[src/hdl/pfxd_pkg.sv]
// Shared constants, codes and control/status types of the page framebuffer draw core.
package pfxd_pkg;

    localparam int COLUMNS = 128;
    localparam int ROWS    = 64;
    localparam int PAGES   = (ROWS + 7) / 8;
    localparam int WORD_W  = PAGES * 8;
    localparam int COL_AW  = (COLUMNS > 1) ? $clog2(COLUMNS) : 1;

    localparam logic [2:0] ACT_CLEAR = 3'd0;
    localparam logic [2:0] ACT_PLOT  = 3'd1;
    localparam logic [2:0] ACT_HLINE = 3'd2;
    localparam logic [2:0] ACT_VLINE = 3'd3;
    localparam logic [2:0] ACT_READ  = 3'd4;

    typedef logic [2:0]        act_t;
    typedef logic [WORD_W-1:0] word_t;

    // Commands from the controller to the datapath.
    typedef struct packed {
        logic load;
        logic sweep;
        logic step;
        logic wr;
        logic cap;
        logic fin;
    } pfxd_ctl_t;

    // Status from the datapath to the controller.
    typedef struct packed {
        act_t act;
        logic cnt_zero;
        logic hit;
        logic px_ok;
        logic col_ok;
        logic len_pos;
        logic last_col;
        logic out_free;
    } pfxd_sts_t;

endpackage

[src/hdl/pfxd_ctrl.sv]
// Controller: sequences clear sweeps and read-modify-write passes over the frame memory.
module pfxd_ctrl (
    input  logic                 clk,
    input  logic                 rst_n,
    input  logic                 req_valid,
    output logic                 req_ready,
    input  pfxd_pkg::pfxd_sts_t  sts,
    output pfxd_pkg::pfxd_ctl_t  ctl
);
    import pfxd_pkg::*;

    localparam logic [2:0] S_CLR  = 3'd0;
    localparam logic [2:0] S_IDLE = 3'd1;
    localparam logic [2:0] S_DISP = 3'd2;
    localparam logic [2:0] S_HCHK = 3'd3;
    localparam logic [2:0] S_RD   = 3'd4;
    localparam logic [2:0] S_WR   = 3'd5;
    localparam logic [2:0] S_FIN  = 3'd6;

    logic [2:0] state_reg, state_next;
    logic       clr_cmd_reg, clr_cmd_next;

    always_comb
    begin
        state_next   = state_reg;
        clr_cmd_next = clr_cmd_reg;
        ctl          = '0;
        req_ready    = 1'b0;
        unique case (state_reg)
            S_CLR:
            begin
                ctl.sweep = 1'b1;
                if (sts.last_col)
                    state_next = clr_cmd_reg ? S_FIN : S_IDLE;
            end
            S_IDLE:
            begin
                req_ready = 1'b1;
                if (req_valid)
                begin
                    ctl.load   = 1'b1;
                    state_next = S_DISP;
                end
            end
            S_DISP:
            begin
                priority case (sts.act)
                    ACT_CLEAR:
                    begin
                        clr_cmd_next = 1'b1;
                        state_next   = S_CLR;
                    end
                    ACT_PLOT, ACT_READ: state_next = sts.px_ok ? S_RD : S_FIN;
                    ACT_HLINE:          state_next = S_HCHK;
                    ACT_VLINE:          state_next = (sts.col_ok && sts.len_pos) ? S_RD : S_FIN;
                    default:            state_next = S_FIN;
                endcase
            end
            S_HCHK:
            begin
                if (sts.cnt_zero)
                    state_next = S_FIN;
                else if (sts.hit)
                    state_next = S_RD;
                else
                    ctl.step = 1'b1;
            end
            S_RD:
                state_next = S_WR;
            S_WR:
            begin
                priority case (sts.act)
                    ACT_READ:
                    begin
                        ctl.cap    = 1'b1;
                        state_next = S_FIN;
                    end
                    ACT_HLINE:
                    begin
                        ctl.wr     = 1'b1;
                        ctl.step   = 1'b1;
                        state_next = S_HCHK;
                    end
                    default:
                    begin
                        ctl.wr     = 1'b1;
                        state_next = S_FIN;
                    end
                endcase
            end
            S_FIN:
            begin
                // Hold until the result register can take the beat.
                if (sts.out_free)
                begin
                    ctl.fin      = 1'b1;
                    clr_cmd_next = 1'b0;
                    state_next   = S_IDLE;
                end
            end
            default:
                state_next = S_IDLE;
        endcase
    end

    always_ff @(posedge clk or negedge rst_n)
    begin
        if (!rst_n)
        begin
            state_reg   <= S_CLR;
            clr_cmd_reg <= 1'b0;
        end
        else
        begin
            state_reg   <= state_next;
            clr_cmd_reg <= clr_cmd_next;
        end
    end

endmodule

[config.mk]
export PLATFORM = sky130hd
export DESIGN_NAME = pfxd_ctrl
export DESIGN_NICKNAME = d
export VERILOG_FILES = /design/src/hdl/pfxd_pkg.sv /design/src/hdl/pfxd_ctrl.sv
export SDC_FILE = /design/constraint.sdc
export NUM_CORES = 1
export LEC_CHECK = 0
export BUFFER_PORTS_ARGS = -buffer_cell sky130_fd_sc_hd__buf_2
export CAP_MARGIN = 20
export CORE_AREA = 3 3 40 42
export DETAILED_ROUTE_END_ITERATION = 16
export DIE_AREA = 0 0 43 45
export PLACE_DENSITY_LB_ADDON = 0.15
export SYNTH_ARGS = -nofsm -noshare
export SYNTH_HDL_FRONTEND = slang
export SYNTH_SLANG_ARGS = --single-unit
export TNS_END_PERCENT = 50
[constraint.sdc]
create_clock -name clk -period 2.6 [get_ports clk]
set_clock_uncertainty 0.05 [all_clocks]
set_input_delay 0 -clock clk [delete_from_list [all_inputs] [get_ports clk]]
set_output_delay 0 -clock clk [all_outputs]
set_load 0.005 [all_outputs]
==> results of run 1 <==
## cells in the final DEF (no fill, tap or decap), types with 2 or more instances in the layout
master	n
buf_2	19
nor2_1	7
nand2_1	6
nor2b_1	5
a21oi_1	4
dfrtp_1	4
o21ai_0	3
clkbuf_4	3
and3_1	2
dlygate4sd3_1	2
## cells in the mapped netlist
| master | number |
|---|---|
| maj3_1 | 1 |
| a22o_1 | 1 |
| o21ai_1 | 1 |
| a21oi_1 | 4 |
| nand2_1 | 6 |
| and2b_1 | 1 |
| and2_1 | 1 |
| o31a_1 | 1 |
| nand3_1 | 1 |
| and4_1 | 1 |
| nor3_1 | 1 |
| nor3b_1 | 1 |
| clkinv_1 | 1 |
| o2111ai_1 | 1 |
| nor2b_1 | 5 |
| o2bb2ai_1 | 1 |
| a31oi_1 | 1 |
| nand4_1 | 1 |
| a2111oi_0 | 1 |
| nor2b_2 | 1 |
| a221oi_1 | 1 |
| nor4b_4 | 1 |
| dfrtp_1 | 4 |
| nor2_1 | 7 |
| mux2_1 | 1 |
| mux2i_1 | 1 |
| o22ai_1 | 1 |
| o21ai_0 | 3 |
| buf_2 | 4 |
| inv_1 | 1 |
| nor3b_2 | 1 |
| nand3b_1 | 1 |
| o221ai_1 | 1 |
| and3_1 | 2 |
## power by group through the flow
stage	Combinational, mW	Sequential (mW)	Clock (mW)
finish	0.275	0.198	0.0765
global route	0.313	0.209	0.0841
CTS	0.277	0.196	0.0803
detailed placement	0.275	0.197	0
global placement	0.274	0.198	0
floorplan	0.279	0.120	0
## what timing repair did
item | in CTS | in global routing
hold buffers | 2 | 0
setup endpoints to repair | 0 | 0
hold endpoints to repair | 5 | 0
## layout make-up
| type | count | share of cell area |
|---|---|---|
| multi-input cells | 51 | 0.560 |
| repair buffers | 21 | 0.192 |
| flip-flops and latches | 4 | 0.167 |
| clock buffers | 3 | 0.0375 |
| well taps | 15 | 0.0313 |
| inverters | 2 | 0.0125 |
## worst reg2reg max path, delay by kind of cell (launching register included)
| kind | cells | cell delay [ps] |
|---|---|---|
| AOI/OAI and AO/OA | 2 | 350 |
| DFF | 1 | 540 |
| and+or+nand+nor | 2 | 460 |
## worst min-delay path by stage
stage / from / endpoint / slack (ps) / depth (start not counted)
final: rst_n / state_reg[2] / 40 / 2
after global routing: rst_n / state_reg[2] / 50 / 2
after CTS: rst_n / state_reg[2] / 40 / 2
after detailed placement: rst_n / state_reg[2] / -240 / 1
after global placement: rst_n / clr_cmd_reg / -240 / 1
after floorplan: rst_n / clr_cmd_reg / -350 / 0
## cell families after synthesis
family | after synthesis | synth area share
and+or+nand+nor | 31 | 0.412
adders and majority gates | 1 | 0.0216
buffers and inverters | 6 | 0.0593
DFF | 4 | 0.216
muxes | 2 | 0.0458
AOI/OAI and AO/OA | 17 | 0.245
## through the flow
step                      cell area (µm²)  utilization
after floorplan                       464            -
after CTS                             601        0.467
final                                 601        0.467
after detailed placement              558        0.434
after global routing                  601        0.467
after global placement                558        0.434
## layer usage
layer	part of all wire	wire length (µm)
met1	0.49	591
met2	0.47	566
met3	0.044	53
met4	0	0
met5	0	0
==> reports/results.ini, run 1 <==
[synth]
synth_top_area_frac = 0.216
yosysTopAreaCell = dfrtp_1
synthCells = 61
yosysSeqAreaShare = 0.216
syn_area_um2 = 464
synth_cell_types = 34
ys_top_cells_by_area = dfrtp_1, nor2b_1, nor2_1
synth.avg_cell_area_um2 = 7.61
ys_ff_latch = 4
ys_warn_count = 0
synth_nets = 74

[run]
timing.max_cap.violations = 0

[placed_design]
place_inst = 91
gp_congestion = 0.733
hpwl_um = 926
post-place-ws_ps = 1100
numPortBuffers = 19

[global_routing]
grt_util_met1 = 0.187
grt-ovfl-total = 0
grt.total_usage = 0.140
antenna_found_initial = 0
grt_pass1_vias = 476
grt_max_degree = 21
globalRouteMet2Util = 0.219
grtUsageMet3 = 0.0478
grt_pass1_wl_um = 2050
top_usage_layer = met2

[route]
drtPass1Iterations = 3
vias_per_cell = 5.11
num_vias = 491
ant_nets = 0
wirelength_um = 1210
wl_per_cell_um = 12.6
drc = 0
drt_iter0_markers = 8

[timing]
final-setup-viol-count = 0
fin_hold_ws_ps = 44.2
rsz0062_at_grt = false
min_period_ps = 1530
worst_pin_slew_ps = 522
finalSetupTns_ps = 0
setup_ws_ps = 1070
max_freq_mhz = 654
fin_crit_sh = 0.588
relSlewSlack = 0.652
slew_violations = 0
hold_viol_final = 0

[pwr]
power.leakage_nw = 0.271
power.density_nw_per_um2 = 915
p_sw_frac = 0.455
p_total_mw = 0.550
pwr-share-comb = 0.500
switchingPower_mw = 0.250
seqPwrFrac = 0.361
p_clk_frac = 0.139
p_int_mw = 0.300
ir_drop_uv = 401

[setup_path]
cp-endpoint = ctl[3]
worst_path_largest_cell_delay_ps = 620
crit_fanout = 15
cp.depth = 4
crit_chain = nor2b_2 -> a21oi_1 -> nor2b_1 -> buf_2
cp_top_family = flip-flops
r2r_end = state_reg[0]
arrival_ps = 1480
endpoint_kind = output pin
rr_worst_depth = 4
crit_path_start_kind = flop
path_class = flop to output pin
cp.buffers_inverters = 1
r2r_start = state_reg[2]
crit_start = state_reg[2]
required_ps = 2550
slowest_stage = dfrtp_1
reg2reg_setup_slack_ps = 1090

[finish]
diodes = 0
largest_register_ffs = 3
syn_to_final_growth_pct = 29.4
multiInputGateArea_um2 = 337
nets = 96
drive_above_1_share = 0.309
fillers = 131
stdcell_count = 96
ff_latch_area_um2 = 100

[cts]
clockBufferDepth = 2
cts.repair.resized = 0
post-cts-setup-buffer-count = 0
cts_num_sinks = 4
cts_made_buffers = 3
cts_tree = built
root_buffer = clkbuf_4
clk_latency_ps = 230
htreeDepth = 1
clkSlewWorstSetupHoldPaths_ps = 40

[floorplan]
io_pins = 20
die_height_um = 45
core_area_um2 = 1280
rows = 13
die_area_um2 = 1940
initial_core_util = 0.361
dieWidth_um = 43

[min_path]
hp-class = primary input to asynchronous set/reset pin

[run_status]
status = completed

Note: power is estimated with default switching activity, not from simulation.
==> inputs of run 2 (changes only) <==
- ABC_AREA: unset -> 1
- clock period: 2.6 -> 1.35 ns (I/O delays scaled with it)
==> run 2 against run 1 <==
Net effect:
- routed wire length rose by 0.66%
- register-to-register slack worse by 1000 ps
- worst hold slack better by 0.82 ps
- largest cell class unchanged
- first-iteration DRC count is 25% higher
- final area grew 7.9%
- core utilization up 3.7 points
- clock-buffer cell count is the same
- sequential power rose by 37%
- sequential cell count is the same
- sequential share of layout area shrank 0.64 points
==> reports/results.ini, run 2 <==
[run_status]
status = completed

[route]
vias_per_cell = 4.63
wl_per_cell_um = 10.3
drtPass1Iterations = 4
ant_nets = 0
drt_iter0_markers = 10
num_vias = 546
drc = 0
wirelength_um = 1220

[setup_path]
crit_path_start_kind = flop
cp-endpoint = state_reg[2]
reg2reg_setup_slack_ps = 40
required_ps = 1410
crit_fanout = 4
path_class = flop to flop
r2r_start = state_reg[2]
rr_worst_depth = 7
endpoint_kind = flop
arrival_ps = 1370
r2r_end = state_reg[2]
crit_start = state_reg[2]

[synth]
synth_ff_type = dfrtp_1
synthArstFlopShare = 1.00
synth_nets = 88
synth.avg_cell_area_um2 = 5.76
synth_cell_types = 17
ys_ff_latch = 4
syn_area_um2 = 432
synth_most_common_cell = nand2_1
synth_commonest_cells = nand2_1, inv_1, nand3_1, nor2_1, nand2_2
ys_top_cells_by_area = dfrtp_1, nand2_1, nand3_1
synth_edf_count = 0
yosysTopAreaCell = dfrtp_1
ys_warn_count = 0
yosysSeqAreaShare = 0.232
synthCells = 75
synth_top_area_frac = 0.232

[finish]
nets = 118
multiInputGateArea_um2 = 304
syn_to_final_growth_pct = 50.1
ff_latch_area_um2 = 104
utilization = 0.504
final_cell_mix = nand2_1, buf_2, inv_1, nand3_1
largest_register_ffs = 3
final_area_um2 = 648
diodes = 0
fillers = 135
final_common_cell = nand2_1
drive_above_1_share = 0.466

[pwr]
switchingPower_mw = 0.627
p_sw_frac = 0.488
ir_drop_uv = 838
pwr-share-comb = 0.673
power.density_nw_per_um2 = 1980
power.leakage_nw = 0.377
seqPwrFrac = 0.212
p_total_mw = 1.28
p_int_mw = 0.658
p_clk_frac = 0.115

[placed_design]
placed_cell_area_um2 = 534
numPortBuffers = 19
post-place-ws_ps = 72.7
hpwl_um = 883
gp_congestion = 0.758

[global_routing]
grt_max_degree = 9
grt-ovfl-total = 0
grt_util_met1 = 0.125
top_usage_layer = met2
grtUsageMet3 = 0.0120
grt.total_usage = 0.115
grt_pass1_wl_um = 1700
antenna_found_initial = 0
globalRouteMet2Util = 0.213
grt_pass1_vias = 460

[cts]
cts_num_sinks = 4
clkSlewWorstSetupHoldPaths_ps = 40
cts_made_buffers = 3
clockBufferDepth = 2
cts_tree = built
htreeDepth = 1
clk_latency_ps = 230
root_buffer = clkbuf_4

[timing]
fin_crit_sh = 0.967
hold_viol_final = 0
worst_pin_slew_ps = 337
min_period_ps = 1310
setup_ws_ps = 44.1
slew_violations = 0
fin_hold_ws_ps = 45.1
max_freq_mhz = 766
relSlewSlack = 0.773
final-setup-viol-count = 0

[min_path]
hp-class = primary input to asynchronous set/reset pin

[floorplan]
dieWidth_um = 43
initial_core_util = 0.336
io_pins = 20
core_area_um2 = 1280
die_height_um = 45
rows = 13
die_area_um2 = 1940

[run]
timing.max_cap.violations = 0

run 2: cell count changes after synthesis, sizes merged, moves of 2 or more:
cell,delta
nand2,+22
inv,+12
nand3,+7
nor2b,-6
nor2,+4
buf,-3
a21oi,-2
and3,-2
nor3b,-2
run 2: per-layer routing:
layer  part of all wire  vias to the layer above
met5                  0                        -
met4              0.017                        0
met3              0.050                        2
met2               0.53                       13
met1               0.40                      242
li1                   -                      289
run 2: critical path, stage by stage (launching register included):
cell and delay [ps]:
dfrtp_2 430, buf_4 150, nor3_4 220, nand2_1 80, nand2_1 100, nor2_4 50, nand2_1 60, nand2_1 50
run 2: metrics by stage:
step	cells	TNS (ps)
after floorplan	75	0
after global placement	108	0
after detailed placement	108	0
after CTS	113	0
after global routing	118	-21.1
final	118	0
run 2: logic make-up (layout without fill, tap and decap cells):
kind of cell,after synthesis,count (layout),share of synthesized area
simple gates,51,51,0.559
buf+inv,14,42,0.139
compound gates,6,6,0.0695
flops,4,4,0.232
run 2: power by group through the flow:
stage	Clock, mW	Combinational [mW]	Sequential (mW)
3_5_place_dp	0	0.607	0.288
6_report	0.147	0.865	0.272
2_1_floorplan	0	0.512	0.245
3_3_place_gp	0	0.629	0.289
4_1_cts	0.154	0.652	0.277
5_1_grt	0.160	0.950	0.275
run 2: worst min-delay path by stage:
| stage | cells past startpoint | to | start | slack [ps] |
|---|---|---|---|---|
| global route | 2 | state_reg[0] | rst_n | 50 |
| global placement | 1 | state_reg[1] | rst_n | -240 |
| CTS | 2 | state_reg[0] | rst_n | 40 |
| finish | 2 | state_reg[0] | rst_n | 50 |
| detailed placement | 1 | clr_cmd_reg | rst_n | -240 |
| floorplan | 0 | clr_cmd_reg | rst_n | -350 |
run 2: area by class of cell:
class / instances / share of cell area
Tap cell: 15 / 0.0290
Inverter: 13 / 0.0753
Timing Repair Buffer: 26 / 0.232
Multi-Input combinational cell: 57 / 0.469
Sequential cell: 4 / 0.160
Clock buffer: 3 / 0.0347
run 2: repair_timing:
| action | CTS | global route |
|---|---|---|
| setup buffers | 1 | 5 |
| hold buffers | 1 | 0 |
| endpoints found under the setup margin | 4 | 7 |
| endpoints found under the hold margin | 4 | 0 |
| resized for setup | 3 | 9 |
==> inputs of run 3 (changes only) <==
--- a/config.mk
+++ b/config.mk
@@ -13,3 +13,4 @@
 export DIE_AREA = 0 0 43 45
-export PLACE_DENSITY_LB_ADDON = 0.15
+export PLACE_DENSITY = 0.66
+export SKIP_CTS_REPAIR_TIMING = 1
 export SYNTH_ARGS = -nofsm -noshare
==> constraint.sdc (replaced) <==
create_clock -name clk -period 1.35 [get_ports clk]
set_clock_uncertainty 0.05 [all_clocks]
set_input_delay 0.405 -clock clk [delete_from_list [all_inputs] [get_ports clk]]
set_output_delay 0.405 -clock clk [all_outputs]
set_load 0.005 [all_outputs]
==> run 3 against run 2 <==
Net effect:
- routed wire length up 17%
- largest cell class unchanged
- global-route usage up 1.1 points
- die area unchanged
- sequential share of layout area down 2.8 points
- the flow now finishes with violations (setup timing)
- worst setup slack worse by 370 ps
- critical path depth down 2
- clock power down 3%
- critical path type is now flop to output pin
- sequential cell count unchanged
- clock-buffer cell count unchanged
==> reports/results.ini, run 3 (synthesis gave the netlist of run 2 again) <==
[cts]
htreeDepth = 1
clkSlewWorstSetupHoldPaths_ps = 40
root_buffer = clkbuf_4
cts_made_buffers = 3
cts_num_sinks = 4
clockBufferDepth = 2
cts_tree = built
clk_latency_ps = 230

[timing]
setup_ws_ps = -323
rsz0062_at_grt = true
hold_viol_final = 0
fin_crit_sh = 1.24
worst_pin_slew_ps = 248
min_period_ps = 1670
final-setup-viol-count = 8
relSlewSlack = 0.834
slew_violations = 0
max_freq_mhz = 598

[placed_design]
gp_congestion = 0.779
post-place-ws_ps = -77.7
hpwl_um = 995
numPortBuffers = 19

[finish]
syn_to_final_growth_pct = 79.1
final_cell_mix = nand2_1, buf_2, buf_4, inv_1, nand3_1
nets = 132
utilization = 0.602
fillers = 108
diodes = 0
largest_register_ffs = 3
final_common_cell = nand2_1
drive_above_1_share = 0.530

[pwr]
p_int_mw = 0.748
pwr-share-comb = 0.713
power.leakage_nw = 0.450
p_sw_frac = 0.480
p_clk_frac = 0.100
switchingPower_mw = 0.691
seqPwrFrac = 0.187
power.density_nw_per_um2 = 1860
ir_drop_uv = 965

[route]
wl_per_cell_um = 10.8
vias_per_cell = 4.61
drtPass1Iterations = 4
drc = 0
num_vias = 608
wirelength_um = 1420
ant_nets = 0
drt_iter0_markers = 12

[floorplan]
rows = 13
dieWidth_um = 43
die_area_um2 = 1940
core_area_um2 = 1280
die_height_um = 45
io_pins = 20
initial_core_util = 0.336

[setup_path]
endpoint_kind = output pin
required_ps = 900
path_class = flop to output pin
arrival_ps = 1220
crit_fanout = 4
crit_path_start_kind = flop

[min_path]
hp-class = primary input to asynchronous set/reset pin

[global_routing]
grt-ovfl-total = 0
grt_pass1_wl_um = 1810
grt.total_usage = 0.125
grt_util_met1 = 0.151
antenna_found_initial = 0
globalRouteMet2Util = 0.204
grtUsageMet3 = 0.0319
top_usage_layer = met2
grt_max_degree = 6
grt_pass1_vias = 485

[run_status]
status = finished with violations
failed_checks = setup timing

[run]
timing.max_cap.violations = 0

## run 3: layout make-up
type | count | area, µm² | area share
multi-input cells | 57 | 319 | 0.413
repair buffers | 40 | 259 | 0.335
flip-flops and latches | 4 | 103 | 0.133
inverters | 13 | 51.3 | 0.0663
clock buffers | 3 | 22.5 | 0.0291
well taps | 15 | 18.8 | 0.0243
## run 3: worst max-delay path: stages, from the launching register on
cell and delay, ps:
dfrtp_2 420, inv_4 100, buf_4 120, nand3_1 70
nor2_1 140, buf_2 130
## run 3: power groups by stage
stage / Sequential, mW / Clock [mW] / Combinational [mW]
2_1_floorplan: 0.245 / 0 / 0.513
6_report: 0.269 / 0.143 / 1.03
3_3_place_gp: 0.244 / 0 / 0.846
5_1_grt: 0.274 / 0.160 / 1.10
4_1_cts: 0.243 / 0.152 / 0.857
3_5_place_dp: 0.245 / 0 / 0.854
## run 3: final timing paths
kind	from	endpoint	slack, ps	cells past startpoint
worst max register to register	state_reg[2]	state_reg[2]	-10	9
worst min register to register	clr_cmd_reg	clr_cmd_reg	520	2
worst max-delay path	state_reg[2]	ctl[5]	-320	5
min in group clk	clr_cmd_reg	clr_cmd_reg	520	2
worst min-delay path	rst_n	clr_cmd_reg	510	2
max in group asynchronous	rst_n	state_reg[0]	600	2
## run 3: per-stage QoR
| stage | instances | hold slack [ps] | area (µm²) | TNS, ps | total power [mW] |
|---|---|---|---|---|---|
| finish | 132 | 507 | 773 | -1920 | 1.44 |
| global route | 132 | 514 | 773 | -2490 | 1.54 |
| CTS | 130 | -89.3 | 699 | -2000 | 1.25 |
| detailed placement | 127 | 161 | 677 | -362 | 1.10 |
| global placement | 127 | 162 | 677 | -409 | 1.09 |
| floorplan | 75 | 59.4 | 432 | -21.3 | 0.757 |
## run 3: routing by layer
layer  vias up  part of all wire
li1        319                 -
met1       275              0.43
met2        12              0.52
met3         2             0.040
met4         0            0.0063
met5         -                 0
